==> src/rtl/core/cau_div_step.sv <==
// cau_div_step: one restoring-division stage, resolves quotient bit K for both parts.
// Depends on nothing; chained W times by complex_arith_unit.
module cau_div_step #(
	parameter int W  = 16,
	parameter int RW = 56,
	parameter int BW = 39,
	parameter int K  = 0
) (
	input  logic           clk,
	input  logic           arst_n,
	input  logic           en,
	input  logic           valid_in,
	input  logic [RW-1:0]  rem_re_in,
	input  logic [RW-1:0]  rem_im_in,
	input  logic [W-1:0]   q_re_in,
	input  logic [W-1:0]   q_im_in,
	input  logic [2*W-1:0] den_in,
	input  logic [BW-1:0]  bund_in,
	output logic           valid_out,
	output logic [RW-1:0]  rem_re_out,
	output logic [RW-1:0]  rem_im_out,
	output logic [W-1:0]   q_re_out,
	output logic [W-1:0]   q_im_out,
	output logic [2*W-1:0] den_out,
	output logic [BW-1:0]  bund_out
);
	logic [RW-1:0] dsh, nre, nim;
	logic [W-1:0]  qre, qim;

	always_comb begin
		dsh = {{(RW-2*W){1'b0}}, den_in} << K;
		nre = rem_re_in;
		nim = rem_im_in;
		qre = q_re_in;
		qim = q_im_in;
		if (rem_re_in >= dsh) begin
			nre    = rem_re_in - dsh;
			qre[K] = 1'b1;
		end
		if (rem_im_in >= dsh) begin
			nim    = rem_im_in - dsh;
			qim[K] = 1'b1;
		end
	end

	always_ff @(posedge clk or negedge arst_n) begin
		if (!arst_n) begin
			valid_out <= 1'b0;
		end else if (en) begin
			valid_out <= valid_in;
		end
	end

	always_ff @(posedge clk) begin
		if (en) begin
			rem_re_out <= nre;
			rem_im_out <= nim;
			q_re_out   <= qre;
			q_im_out   <= qim;
			den_out    <= den_in;
			bund_out   <= bund_in;
		end
	end
endmodule

==> config.mk <==
export PLATFORM = sky130hd
export DESIGN_NAME = cau_div_step
export DESIGN_NICKNAME = d
export VERILOG_FILES = /design/src/rtl/core/cau_div_step.sv
export SDC_FILE = /design/constraint.sdc
export NUM_CORES = 1
export LEC_CHECK = 0
export CAP_MARGIN = 25
export CORE_AREA = 2 2 170 172
export CTS_CLUSTER_DIAMETER = 80
export DETAILED_ROUTE_END_ITERATION = 10
export DIE_AREA = 0 0 172 174
export DONT_BUFFER_PORTS = 1
export GPL_TIMING_DRIVEN = 0
export SLEW_MARGIN = 30
export SYNTH_ARGS = -nofsm -noshare
export SYNTH_HDL_FRONTEND = slang
export SYNTH_SLANG_ARGS = --single-unit
==> constraint.sdc <==
create_clock -name clk -period 2.2 [get_ports clk]
set_input_delay 0.44 -clock clk [delete_from_list [all_inputs] [get_ports clk]]
set_output_delay 0.44 -clock clk [all_outputs]
set_load 0.03 [all_outputs]
==> qor.csv <==
stage,metric,value,unit
route,Post-Route WL,40700,µm
run,max_cap viols,0,
power,Leak Pwr,6.01,nW
cts,cts bufs inserted,24,
yosys,"FF+latch count, synth",216,
layout,Nets,1597,
floorplanning,Row Count,62,
outcome,failing checks,negative setup slack,
cts,CTS max path bufs,3,
sta,WHS,17.1,ps
critical_path,CP max-delay cell,or4_4,
layout,most frequent cells in the layout,"edfxtp_1 (215), dlygate4sd3_1 (99), nor2_1 (93), nand2_1 (82), a21oi_1 (70)",
critical_path,family with the most delay on the worst path,simple AND/OR/NAND/NOR gates,
floorplanning,initial core utilization,0.439,
power,overall power,12.7,mW
place,DP HPWL,30100,µm
power,Peak VDD IR,0.000486,V
cts,H-tree levels,1,
critical_path,CP cell instances,clkinvlp_4 -> ha_4 -> nand4_4 -> or3_4 -> or4_4 -> o211ai_4 -> a2111oi_4 -> buf_4 -> nand2_2 -> buf_12 -> o2111ai_2 -> xnor2_1,
route,number of remaining DRC errors,0,
layout,Final Util,0.595,
outcome,outcome,"complete, but fails checks",
route,vias after detailed routing,9817,
min_path,Worst Hold Class,primary input to flop,
layout,"commonest non-fill, non-tap cell in the layout",edfxtp_1,
power,clock share of power,0.343,
place,Setup WS pre-CTS,-1590,ps
sta,Worst-Margin Slew,720,ps
layout,diodes inserted,0,
layout,final instance area,16800,µm²
power,Seq pwr share,0.490,
cts,Root Driver,clkbuf_16,
sta,Max Clk Rate,373,MHz
sta,Clock Skew,0,ps
cts,CTS Sinks,216,
yosys,Post-Synthesis Cells,1144,
sta,fin. max-slew vios,0,
yosys,synthesized cell area,12400,µm²
route,via/cell ratio,5.73,
place,total placed instance area,13700,µm²
yosys,count of cell types in the netlist,82,
critical_path,crit end category,flop,
yosys,async set or reset register ratio after synthesis,0.00463,
cts,clock slew at reported path FFs,60,ps
floorplanning,die width,172,µm
power,Switching Power,3.81,mW
global_routing,Congestion Overflow GR,0,
layout,synthesis-to-layout area growth,35.6,%
route,Antenna Violating Nets Remaining,0,
floorplanning,die area,29900,µm²
yosys,Mapped Avg Cell Area,10.8,µm²
sta,final hold viol count,0,
layout,Final Non-Filler Cells,1713,
place,port bufs,0,
floorplanning,Die Span Y,174,µm
global_routing,vias in the first global route,9766,
yosys,"Seq/Total Area, Yosys",0.523,
sta,post-route setup slack,-483,ps
critical_path,CP bufs+invs,3,
power,P_int,8.85,mW
route,first-pass detailed-route iteration total,5,
sta,RSZ-0062 raised after global routing,yes,
yosys,Synth Warn #,0,
power,Sw Share,0.301,
critical_path,WP data required,2460,ps
route,DR iter-0 viols,673,
floorplanning,num ports,435,
floorplanning,core box area,28200,µm²
sta,final setup TNS,-37410,ps
cts,Clock Latency Late Sink,510,ps
cts,CTS tree,yes,
sta,setup violators final,114,
place,Placed Instances,1528,
global_routing,gr usage total,0.258,
critical_path,kind of critical path,primary input to flop,
global_routing,global-route wire length before repair,58400,µm
critical_path,CP arrival,2950,ps
layout,share of layout cells above drive strength 1,0.260,
global_routing,largest net degree at the start of global routing,217,
yosys,number of synthesized flops with an enable pin,215,
power,Logic pwr share,0.167,
global_routing,initial antenna violation count,0,
place,placer congestion estimate,0.908,
sta,Final Cycle Share,1.22,
sta,slew margin rel.,0.516,
route,drt wl/cell,23.8,µm
sta,final worst path period need,2680,ps
critical_path,CP peak stage delay,530,ps
critical_path,crit start category,primary input,
yosys,post-synthesis net count,1429,
power,PD cells,753,nW/µm²
yosys,ys flop type,edfxtp_1,
critical_path,CP Max Fanout,9,
[layout make-up]
type / count / area, µm²
clock inverters: 9 / 176
fillers: 2308 / 11400
inverters: 53 / 255
clock buffers: 34 / 679
multi-input cells: 831 / 6800
repair buffers: 155 / 1520
flip-flops and latches: 216 / 6480
well taps: 384 / 480
plain buffers: 31 / 399
[synth_stat cells (6+ instances only)]
| cell type | count | area [µm²] |
|---|---|---|
| edfxtp_1 | 215 | 6460 |
| a21oi_1 | 124 | 621 |
| nor2_1 | 111 | 417 |
| nand2_1 | 85 | 319 |
| ha_1 | 64 | 801 |
| xor2_1 | 60 | 526 |
| inv_1 | 52 | 195 |
| o21ai_0 | 49 | 245 |
| xnor2_1 | 40 | 350 |
| nor3_1 | 37 | 185 |
| clkbuf_1 | 30 | 113 |
| a21o_1 | 28 | 210 |
| nand4_1 | 24 | 150 |
| nor4_1 | 19 | 119 |
| nand3_1 | 17 | 85.1 |
| nand2b_1 | 14 | 87.6 |
| o21bai_1 | 12 | 90.1 |
| a211oi_1 | 10 | 75.1 |
| a31oi_1 | 10 | 62.6 |
| o211ai_1 | 9 | 67.6 |
| o31ai_1 | 9 | 67.6 |
| or3_1 | 7 | 43.8 |
| buf_2 | 6 | 30.0 |
| nor2b_1 | 6 | 37.5 |
| o21a_1 | 6 | 45.0 |
| or2_2 | 6 | 37.5 |
[metal layers]
layer,part of all wire,global-route usage,up-vias
li1,-,-,4631
met1,0.38,0.296,4727
met2,0.50,0.458,376
met3,0.077,0.0642,83
met4,0.043,0.102,0
met5,0,0,-
[power by group through the flow]
stage | registers [mW] | clock network (mW) | logic (mW)
2_1_floorplan | 6.16 | 0 | 1.39
3_3_place_gp | 6.29 | 0 | 1.72
3_5_place_dp | 6.29 | 0 | 1.73
4_1_cts | 6.21 | 4.43 | 1.99
5_1_grt | 6.23 | 4.60 | 2.31
6_report | 6.20 | 4.34 | 2.11
[registers in the layout, indices dropped and copies added (netlist names)]
register and cells:
rem_re_out 56, bund_out 39, valid_out 1, q_im_out 16, rem_im_out 56, q_re_out 16, den_out 32
[cells by family (layout without fill, tap and decap cells)]
kind of cell | Yosys count | count (layout) | synth area share
and+or+nand+nor | 367 | 367 | 0.152
AOI/OAI and AO/OA | 297 | 297 | 0.154
DFF | 216 | 216 | 0.523
xor gates and xnor gates | 100 | 100 | 0.0707
buffers and inverters | 97 | 282 | 0.0314
adders and majority gates | 66 | 66 | 0.0679
muxes | 1 | 1 | 0.000909
[final timing paths]
kind                       startpoint              to  slack, ps  depth (start not counted)
hold / removal             den_in[26]     den_out[26]         20                          0
setup reg to reg            valid_out       valid_out       1260                          1
hold reg to reg             valid_out       valid_out        790                          1
setup / recovery           den_in[26]  rem_im_out[47]       -480                         12
max in group asynchronous      arst_n       valid_out       1940                          1
min in group asynchronous      arst_n       valid_out        140                          1
[what timing repair did]
item                                    4_1_cts  5_1_grt
endpoints found under the hold margin        75       25
gates resized for setup                     107       42
gates cloned                                  4        0
buffers inserted                             34       18
hold buffers                                 75       24
endpoints found under the setup margin      114      114
pin swaps                                    28       25
No activity file was read; power rests on OpenSTA's default activity.
