**src/rtl/core/cau_pkg.sv**
```systemverilog
// cau_pkg: shared opcodes and default widths for complex_arith_unit.
// No dependencies.
package cau_pkg;
	localparam int DATA_WIDTH_DEF = 16;
	localparam int FRAC_BITS_DEF  = 8;

	localparam logic [1:0] OP_ADD = 2'd0;
	localparam logic [1:0] OP_SUB = 2'd1;
	localparam logic [1:0] OP_MUL = 2'd2;
	localparam logic [1:0] OP_DIV = 2'd3;
endpackage

```
**src/rtl/core/cau_front.sv**
```systemverilog
// cau_front: product, numerator and prep stages (s1..s3) of complex_arith_unit.
// Depends on cau_pkg. Feeds the divider chain a remainder/denominator pair.
module cau_front #(
	parameter int W  = cau_pkg::DATA_WIDTH_DEF,
	parameter int F  = cau_pkg::FRAC_BITS_DEF,
	parameter int RW = 3 * W + F,
	parameter int BW = 2 * W + 7
) (
	input  logic                clk,
	input  logic                arst_n,
	input  logic                en,
	input  logic                in_valid,
	input  logic [1:0]          op,
	input  logic signed [W-1:0] a_re,
	input  logic signed [W-1:0] a_im,
	input  logic signed [W-1:0] b_re,
	input  logic signed [W-1:0] b_im,
	output logic                valid_s3,
	output logic [RW-1:0]       rem_re_s3,
	output logic [RW-1:0]       rem_im_s3,
	output logic [2*W-1:0]      den_s3,
	output logic [BW-1:0]       bund_s3
);
	localparam logic signed [2*W:0] SMAX = {{(W + 2){1'b0}}, {(W - 1){1'b1}}};
	localparam logic signed [2*W:0] SMIN = {{(W + 2){1'b1}}, {(W - 1){1'b0}}};

	logic                  valid_s1, valid_s2;
	logic [1:0]            op_s1, op_s2;
	logic signed [2*W-1:0] ac_s1, bd_s1, ad_s1, bc_s1, cc_s1, dd_s1;
	logic signed [W:0]     sre_s1, sim_s1, sre_s2, sim_s2;
	logic signed [2*W:0]   nre_s2, nim_s2;
	logic [2*W-1:0]        den_s2;

	always_ff @(posedge clk or negedge arst_n) begin
		if (!arst_n) begin
			valid_s1 <= 1'b0;
			valid_s2 <= 1'b0;
			valid_s3 <= 1'b0;
		end else if (en) begin
			valid_s1 <= in_valid;
			valid_s2 <= valid_s1;
			valid_s3 <= valid_s2;
		end
	end

	always_ff @(posedge clk) begin
		if (en) begin
			op_s1  <= op;
			ac_s1  <= a_re * b_re;
			bd_s1  <= a_im * b_im;
			ad_s1  <= a_re * b_im;
			bc_s1  <= a_im * b_re;
			cc_s1  <= b_re * b_re;
			dd_s1  <= b_im * b_im;
			sre_s1 <= (op == cau_pkg::OP_SUB) ? (W+1)'(a_re) - (W+1)'(b_re)
			                                  : (W+1)'(a_re) + (W+1)'(b_re);
			sim_s1 <= (op == cau_pkg::OP_SUB) ? (W+1)'(a_im) - (W+1)'(b_im)
			                                  : (W+1)'(a_im) + (W+1)'(b_im);
		end
	end

	always_ff @(posedge clk) begin
		if (en) begin
			op_s2  <= op_s1;
			sre_s2 <= sre_s1;
			sim_s2 <= sim_s1;
			nre_s2 <= (op_s1 == cau_pkg::OP_MUL) ? (2*W+1)'(ac_s1) - (2*W+1)'(bd_s1)
			                                     : (2*W+1)'(ac_s1) + (2*W+1)'(bd_s1);
			nim_s2 <= (op_s1 == cau_pkg::OP_MUL) ? (2*W+1)'(ad_s1) + (2*W+1)'(bc_s1)
			                                     : (2*W+1)'(bc_s1) - (2*W+1)'(ad_s1);
			den_s2 <= $unsigned(cc_s1) + $unsigned(dd_s1);
		end
	end

	logic [2*W:0]        mre, mim;
	logic [RW-1:0]       dre, dim, dsh;
	logic signed [2*W:0] vre, vim;
	logic [W-1:0]        yre, yim;
	logic                ovf, big_re, big_im, dz, is_div;

	always_comb begin
		mre    = nre_s2[2*W] ? (2*W+1)'(-nre_s2) : nre_s2;
		mim    = nim_s2[2*W] ? (2*W+1)'(-nim_s2) : nim_s2;
		dre    = {{(RW-2*W-1){1'b0}}, mre} << F;
		dim    = {{(RW-2*W-1){1'b0}}, mim} << F;
		dsh    = {{(RW-2*W){1'b0}}, den_s2} << W;
		big_re = dre >= dsh;
		big_im = dim >= dsh;
		dz     = den_s2 == '0;
		is_div = op_s2 == cau_pkg::OP_DIV;
		case (op_s2)
			cau_pkg::OP_MUL: begin
				vre = nre_s2 >>> F;
				vim = nim_s2 >>> F;
			end
			default: begin
				vre = {{W{sre_s2[W]}}, sre_s2};
				vim = {{W{sim_s2[W]}}, sim_s2};
			end
		endcase
		ovf = 1'b0;
		if (vre > SMAX) begin
			yre = SMAX[W-1:0];
			ovf = 1'b1;
		end else if (vre < SMIN) begin
			yre = SMIN[W-1:0];
			ovf = 1'b1;
		end else begin
			yre = vre[W-1:0];
		end
		if (vim > SMAX) begin
			yim = SMAX[W-1:0];
			ovf = 1'b1;
		end else if (vim < SMIN) begin
			yim = SMIN[W-1:0];
			ovf = 1'b1;
		end else begin
			yim = vim[W-1:0];
		end
	end

	always_ff @(posedge clk) begin
		if (en) begin
			rem_re_s3 <= dre;
			rem_im_s3 <= dim;
			den_s3    <= den_s2;
			bund_s3   <= {is_div, is_div & dz, nre_s2[2*W], nim_s2[2*W], big_re, big_im,
			              ovf, yre, yim};
		end
	end
endmodule

```
**config.mk**
```make
export PLATFORM = sky130hd
export DESIGN_NAME = cau_front
export DESIGN_NICKNAME = d
export VERILOG_FILES = /design/src/rtl/core/cau_pkg.sv /design/src/rtl/core/cau_front.sv
export SDC_FILE = /design/constraint.sdc
export NUM_CORES = 2
export LEC_CHECK = 0
export BUFFER_PORTS_ARGS = -buffer_cell sky130_fd_sc_hd__buf_2
export CAP_MARGIN = 40
export CELL_PAD_IN_SITES_DETAIL_PLACEMENT = 0
export CELL_PAD_IN_SITES_GLOBAL_PLACEMENT = 1
export CORE_ASPECT_RATIO = 1.25
export CORE_MARGIN = 2
export CORE_UTILIZATION = 57
export CTS_BUF_LIST = sky130_fd_sc_hd__clkbuf_4 sky130_fd_sc_hd__clkbuf_8
export DETAILED_ROUTE_END_ITERATION = 10
export PLACE_DENSITY = 0.88
export SYNTH_ARGS = -nofsm -noshare
export SYNTH_HDL_FRONTEND = slang
export SYNTH_SLANG_ARGS = --single-unit
```
**constraint.sdc**
```tcl
create_clock -name clk -period 10.4 [get_ports clk]
set_input_delay 1.04 -clock clk [delete_from_list [all_inputs] [get_ports clk]]
set_output_delay 1.04 -clock clk [all_outputs]
set_load 0.03 [all_outputs]
```
==> impl_metrics.toml <==
[status]
status = "completed"

[synth]
synth_compound_area_share_pct = 6.77
synth_xor_area_share_pct = 5.07
synthSimpleGateAreaFrac_pct = 12.0
synthAdderAreaFrac_pct = 47.3
synth_mux_area_share_pct = 0.475
synthesis.area_mm2 = 0.0829
ys_seq_area_share_pct = 18.1
synth-async-reset-ratio_pct = 0.600
synth.top_cell.area_share_pct = 36.7
synth.largest_area_cell = "fa_1"
synth_cell_types = 82
synth_top_family_by_area = "adder cells"
ys_ff_latch = 500
synth_edf_count = 497
syn-instance-count = 8404
synthTopCellsByArea = "fa_1 (37%), edfxtp_1 (18%), ha_1 (11%)"
yosys_warnings = 0
synth_flop_cell = "edfxtp_1"
avgSynthCellArea_um2 = 9.87

[setup_path]
critical_path.most_common_cell = "fa_1"
cp-end-kind = "flip-flop"
worstPathCellList = "buf_2 -> buf_4 -> nand2_1 -> fa_1 -> fa_1 -> fa_1 -> inv_1 -> fa_1 -> fa_1 -> inv_1 -> fa_1 -> inv_1 -> ha_1 -> a21o_1 -> a221oi_1 -> a21oi_1 -> a2111oi_0 -> o21ai_1 -> o41ai_2 -> o21ai_1 -> a21o_1 -> a21oi_1 -> xnor2_1"
critPathBufInv = 5
crit_slowest_cell = "a2111oi_0"
critPathMaxFanout = 42
required_ns = 10.95
start_kind = "primary input"
path_class = "primary input to flip-flop"
cpPeakStageDelay_ns = 0.65
reg2reg_setup_slack_ns = 4.45
cpLargestDelayFamily = "adder cells"
arrival_ns = 8.30

[timing]
setup-violations-final = 0
hold_ws_ns = 0.405
fmax_ghz = 0.129
final_hold_viol_count = 0
period_needed_ns = 7.75
period_share_pct = 74.5
slew_headroom_pct = 28.1
setup-tns-final_ns = 0
clock_skew_ns = 0.0407
worst_pin_slew_ns = 1.08
slew_violations = 0
rsz0062_at_grt = "false"

[floorplanning]
rows = 156
ios = 254
die_area_mm2 = 0.149
die_w_um = 345
start_util_pct = 57.3
fp.coreArea_mm2 = 0.145
die_h_um = 430

[detailed_routing]
postRouteAntennaNets = 0
routedWlPerCell_um = 22.0
drtIter0Drc = 4130
dr.pass1.iters = 5
drt-vias-per-instance = 5.65
drc = 0
drt-total-wl_um = 230000
via_count = 59100

[global_routing]
track_usage_pct = 32.0
grt_pass1_vias = 63600
grt_remaining_overflow = 0
grt_pass1_wl_um = 361000
grt_start_max_net_pins = 150
antenna_found_initial = 14

[place]
post-dp-hpwl_um = 185000
finalWeightedCongestion = 1.00
portBuffers = 207

[clock_tree]
cts.path.max_buffers = 3
clk_latency_ns = 0.82
numCtsBuffers = 80
h-tree-depth = 3
cts_setup_buffers = 0
root_buffer = "clkbuf_8"
clock_sinks = 500
clk_pin_slew_worst_paths_ns = 0.06
cts_tree = "yes"

[flow_run]
cap_viol_max_count = 0

[finish]
fin_util_pct = 60.6
fillCellCount = 12200
final_nets = 10800
final_layout_size_suffix_gt1_share_pct = 5.70
syn_to_final_growth_pct = 5.69

[worst_hold_path]
hp-class = "flip-flop to flip-flop"
==> state kept, by name, indices dropped and copies added, names as in the netlist, 33 cells and up <==
signal     cells
rem_im_s3     33
bund_s3       39
rem_re_s3     33
nre_s2        33
nim_s2        33
==> area by class of cell <==
| cell class | instances | area [µm²] | area share (%) |
|---|---|---|---|
| multi-input combinational | 5719 | 59600 | 68.0 |
| sequential | 500 | 15000 | 17.1 |
| inverter | 1878 | 7050 | 8.04 |
| tap | 1896 | 2370 | 2.71 |
| timing repair buffer | 309 | 2000 | 2.28 |
| clock buffer | 96 | 1230 | 1.40 |
| clock inverter | 44 | 409 | 0.467 |
| antenna | 11 | 27.5 | 0.0314 |
==> layer usage <==
layer | wire (µm) | vias up | GRT usage (%)
met5 | 49 | - | 0
met3 | 15200 | 648 | 4.79
met4 | 16400 | 6 | 20.2
li1 | - | 26100 | -
met2 | 113000 | 2205 | 55.1
met1 | 84500 | 30200 | 37.9
==> cell usage in the layout, fill, tap and decap left out, drive strengths merged, types with 32 or more instances in the layout <==
cell type	count
o21ai	193
and2	532
nand2	780
o21a	43
a21oi	250
o31ai	41
nor3	90
nor2b	48
clkinv	36
conb	46
xor2	109
nand3	65
xnor2	371
nor2	342
fa	1520
buf	308
mux2i	36
edfxtp	497
inv	1873
a21o	113
a211oi	32
clkbuf	96
ha	700
nand2b	62
==> cell usage after synthesis (all sizes together) (32+ instances only) <==
cell type,instances
ha,700
nand2,780
nor3,90
nor2,342
xnor2,371
and2,532
edfxtp,497
a211oi,32
o31ai,41
inv,1868
mux2i,36
buf,68
a21o,113
xor2,109
fa,1520
nor2b,48
o21ai,193
clkbuf,284
nand3,65
o21a,43
a21oi,250
nand2b,62
==> cell families (layout without fill, tap and decap cells) <==
| logic type | count (synthesis) | count (layout) |
|---|---|---|
| buffers and inverters | 2230 | 2327 |
| adder cells (fa/ha/maj) | 2220 | 2220 |
| multiplexers | 39 | 39 |
| AND/OR/NAND/NOR | 2063 | 2063 |
| other | 1 | 57 |
| XOR/XNOR | 480 | 480 |
| AO/OA/AOI/OAI | 871 | 871 |
| flip-flops | 500 | 500 |
==> path summary, 6_finish.rpt <==
| check | from | end | cells past startpoint |
|---|---|---|---|
| setup / recovery | b_re[10] | cc_s1[30] | 23 |
| hold / removal | sre_s1[13] | sre_s2[13] | 0 |
| setup reg to reg | ad_s1[2] | nim_s2[29] | 15 |
| hold reg to reg | sre_s1[13] | sre_s2[13] | 0 |
| max in group asynchronous | arst_n | valid_s1 | 2 |
| min in group asynchronous | arst_n | valid_s2 | 2 |
==> repair_timing <==
| action | 4_1_cts | 5_1_grt |
|---|---|---|
| hold buffers | 1 | 0 |
| setup endpoints to repair | 0 | 0 |
| hold endpoints to repair | 3 | 0 |
| gates resized for setup | 0 | 0 |
==> worst register-to-register path, cell delays in order (launching register included) <==
cell and delay, ns:
edfxtp_1 0.46, or4_1 0.58, nor4_1 0.27, nand3b_1 0.24, nor2_1 0.27, nand2_1 0.16
nor4_1 0.70, a21oi_1 0.18, xor2_1 0.39, ha_1 0.37, a2111oi_0 0.60, o221ai_1 0.26
o21ai_0 0.36, o21a_1 0.30, nor3_1 0.07, a311o_1 0.43
==> stage by stage <==
| step | setup WS [ns] | area [µm²] | instances |
|---|---|---|---|
| final | 2.65 | 87700 | 10500 |
| after global routing | 2.20 | 87600 | 10400 |
| after CTS | 2.73 | 87600 | 10400 |
| after detailed placement | 1.88 | 86000 | 10300 |
| after global placement | 1.86 | 85700 | 10300 |
| after floorplan | 2.63 | 83100 | 8449 |
Power is not shown: default switching activity piles up to over one toggle a cycle in this logic, so the estimate is an artifact.
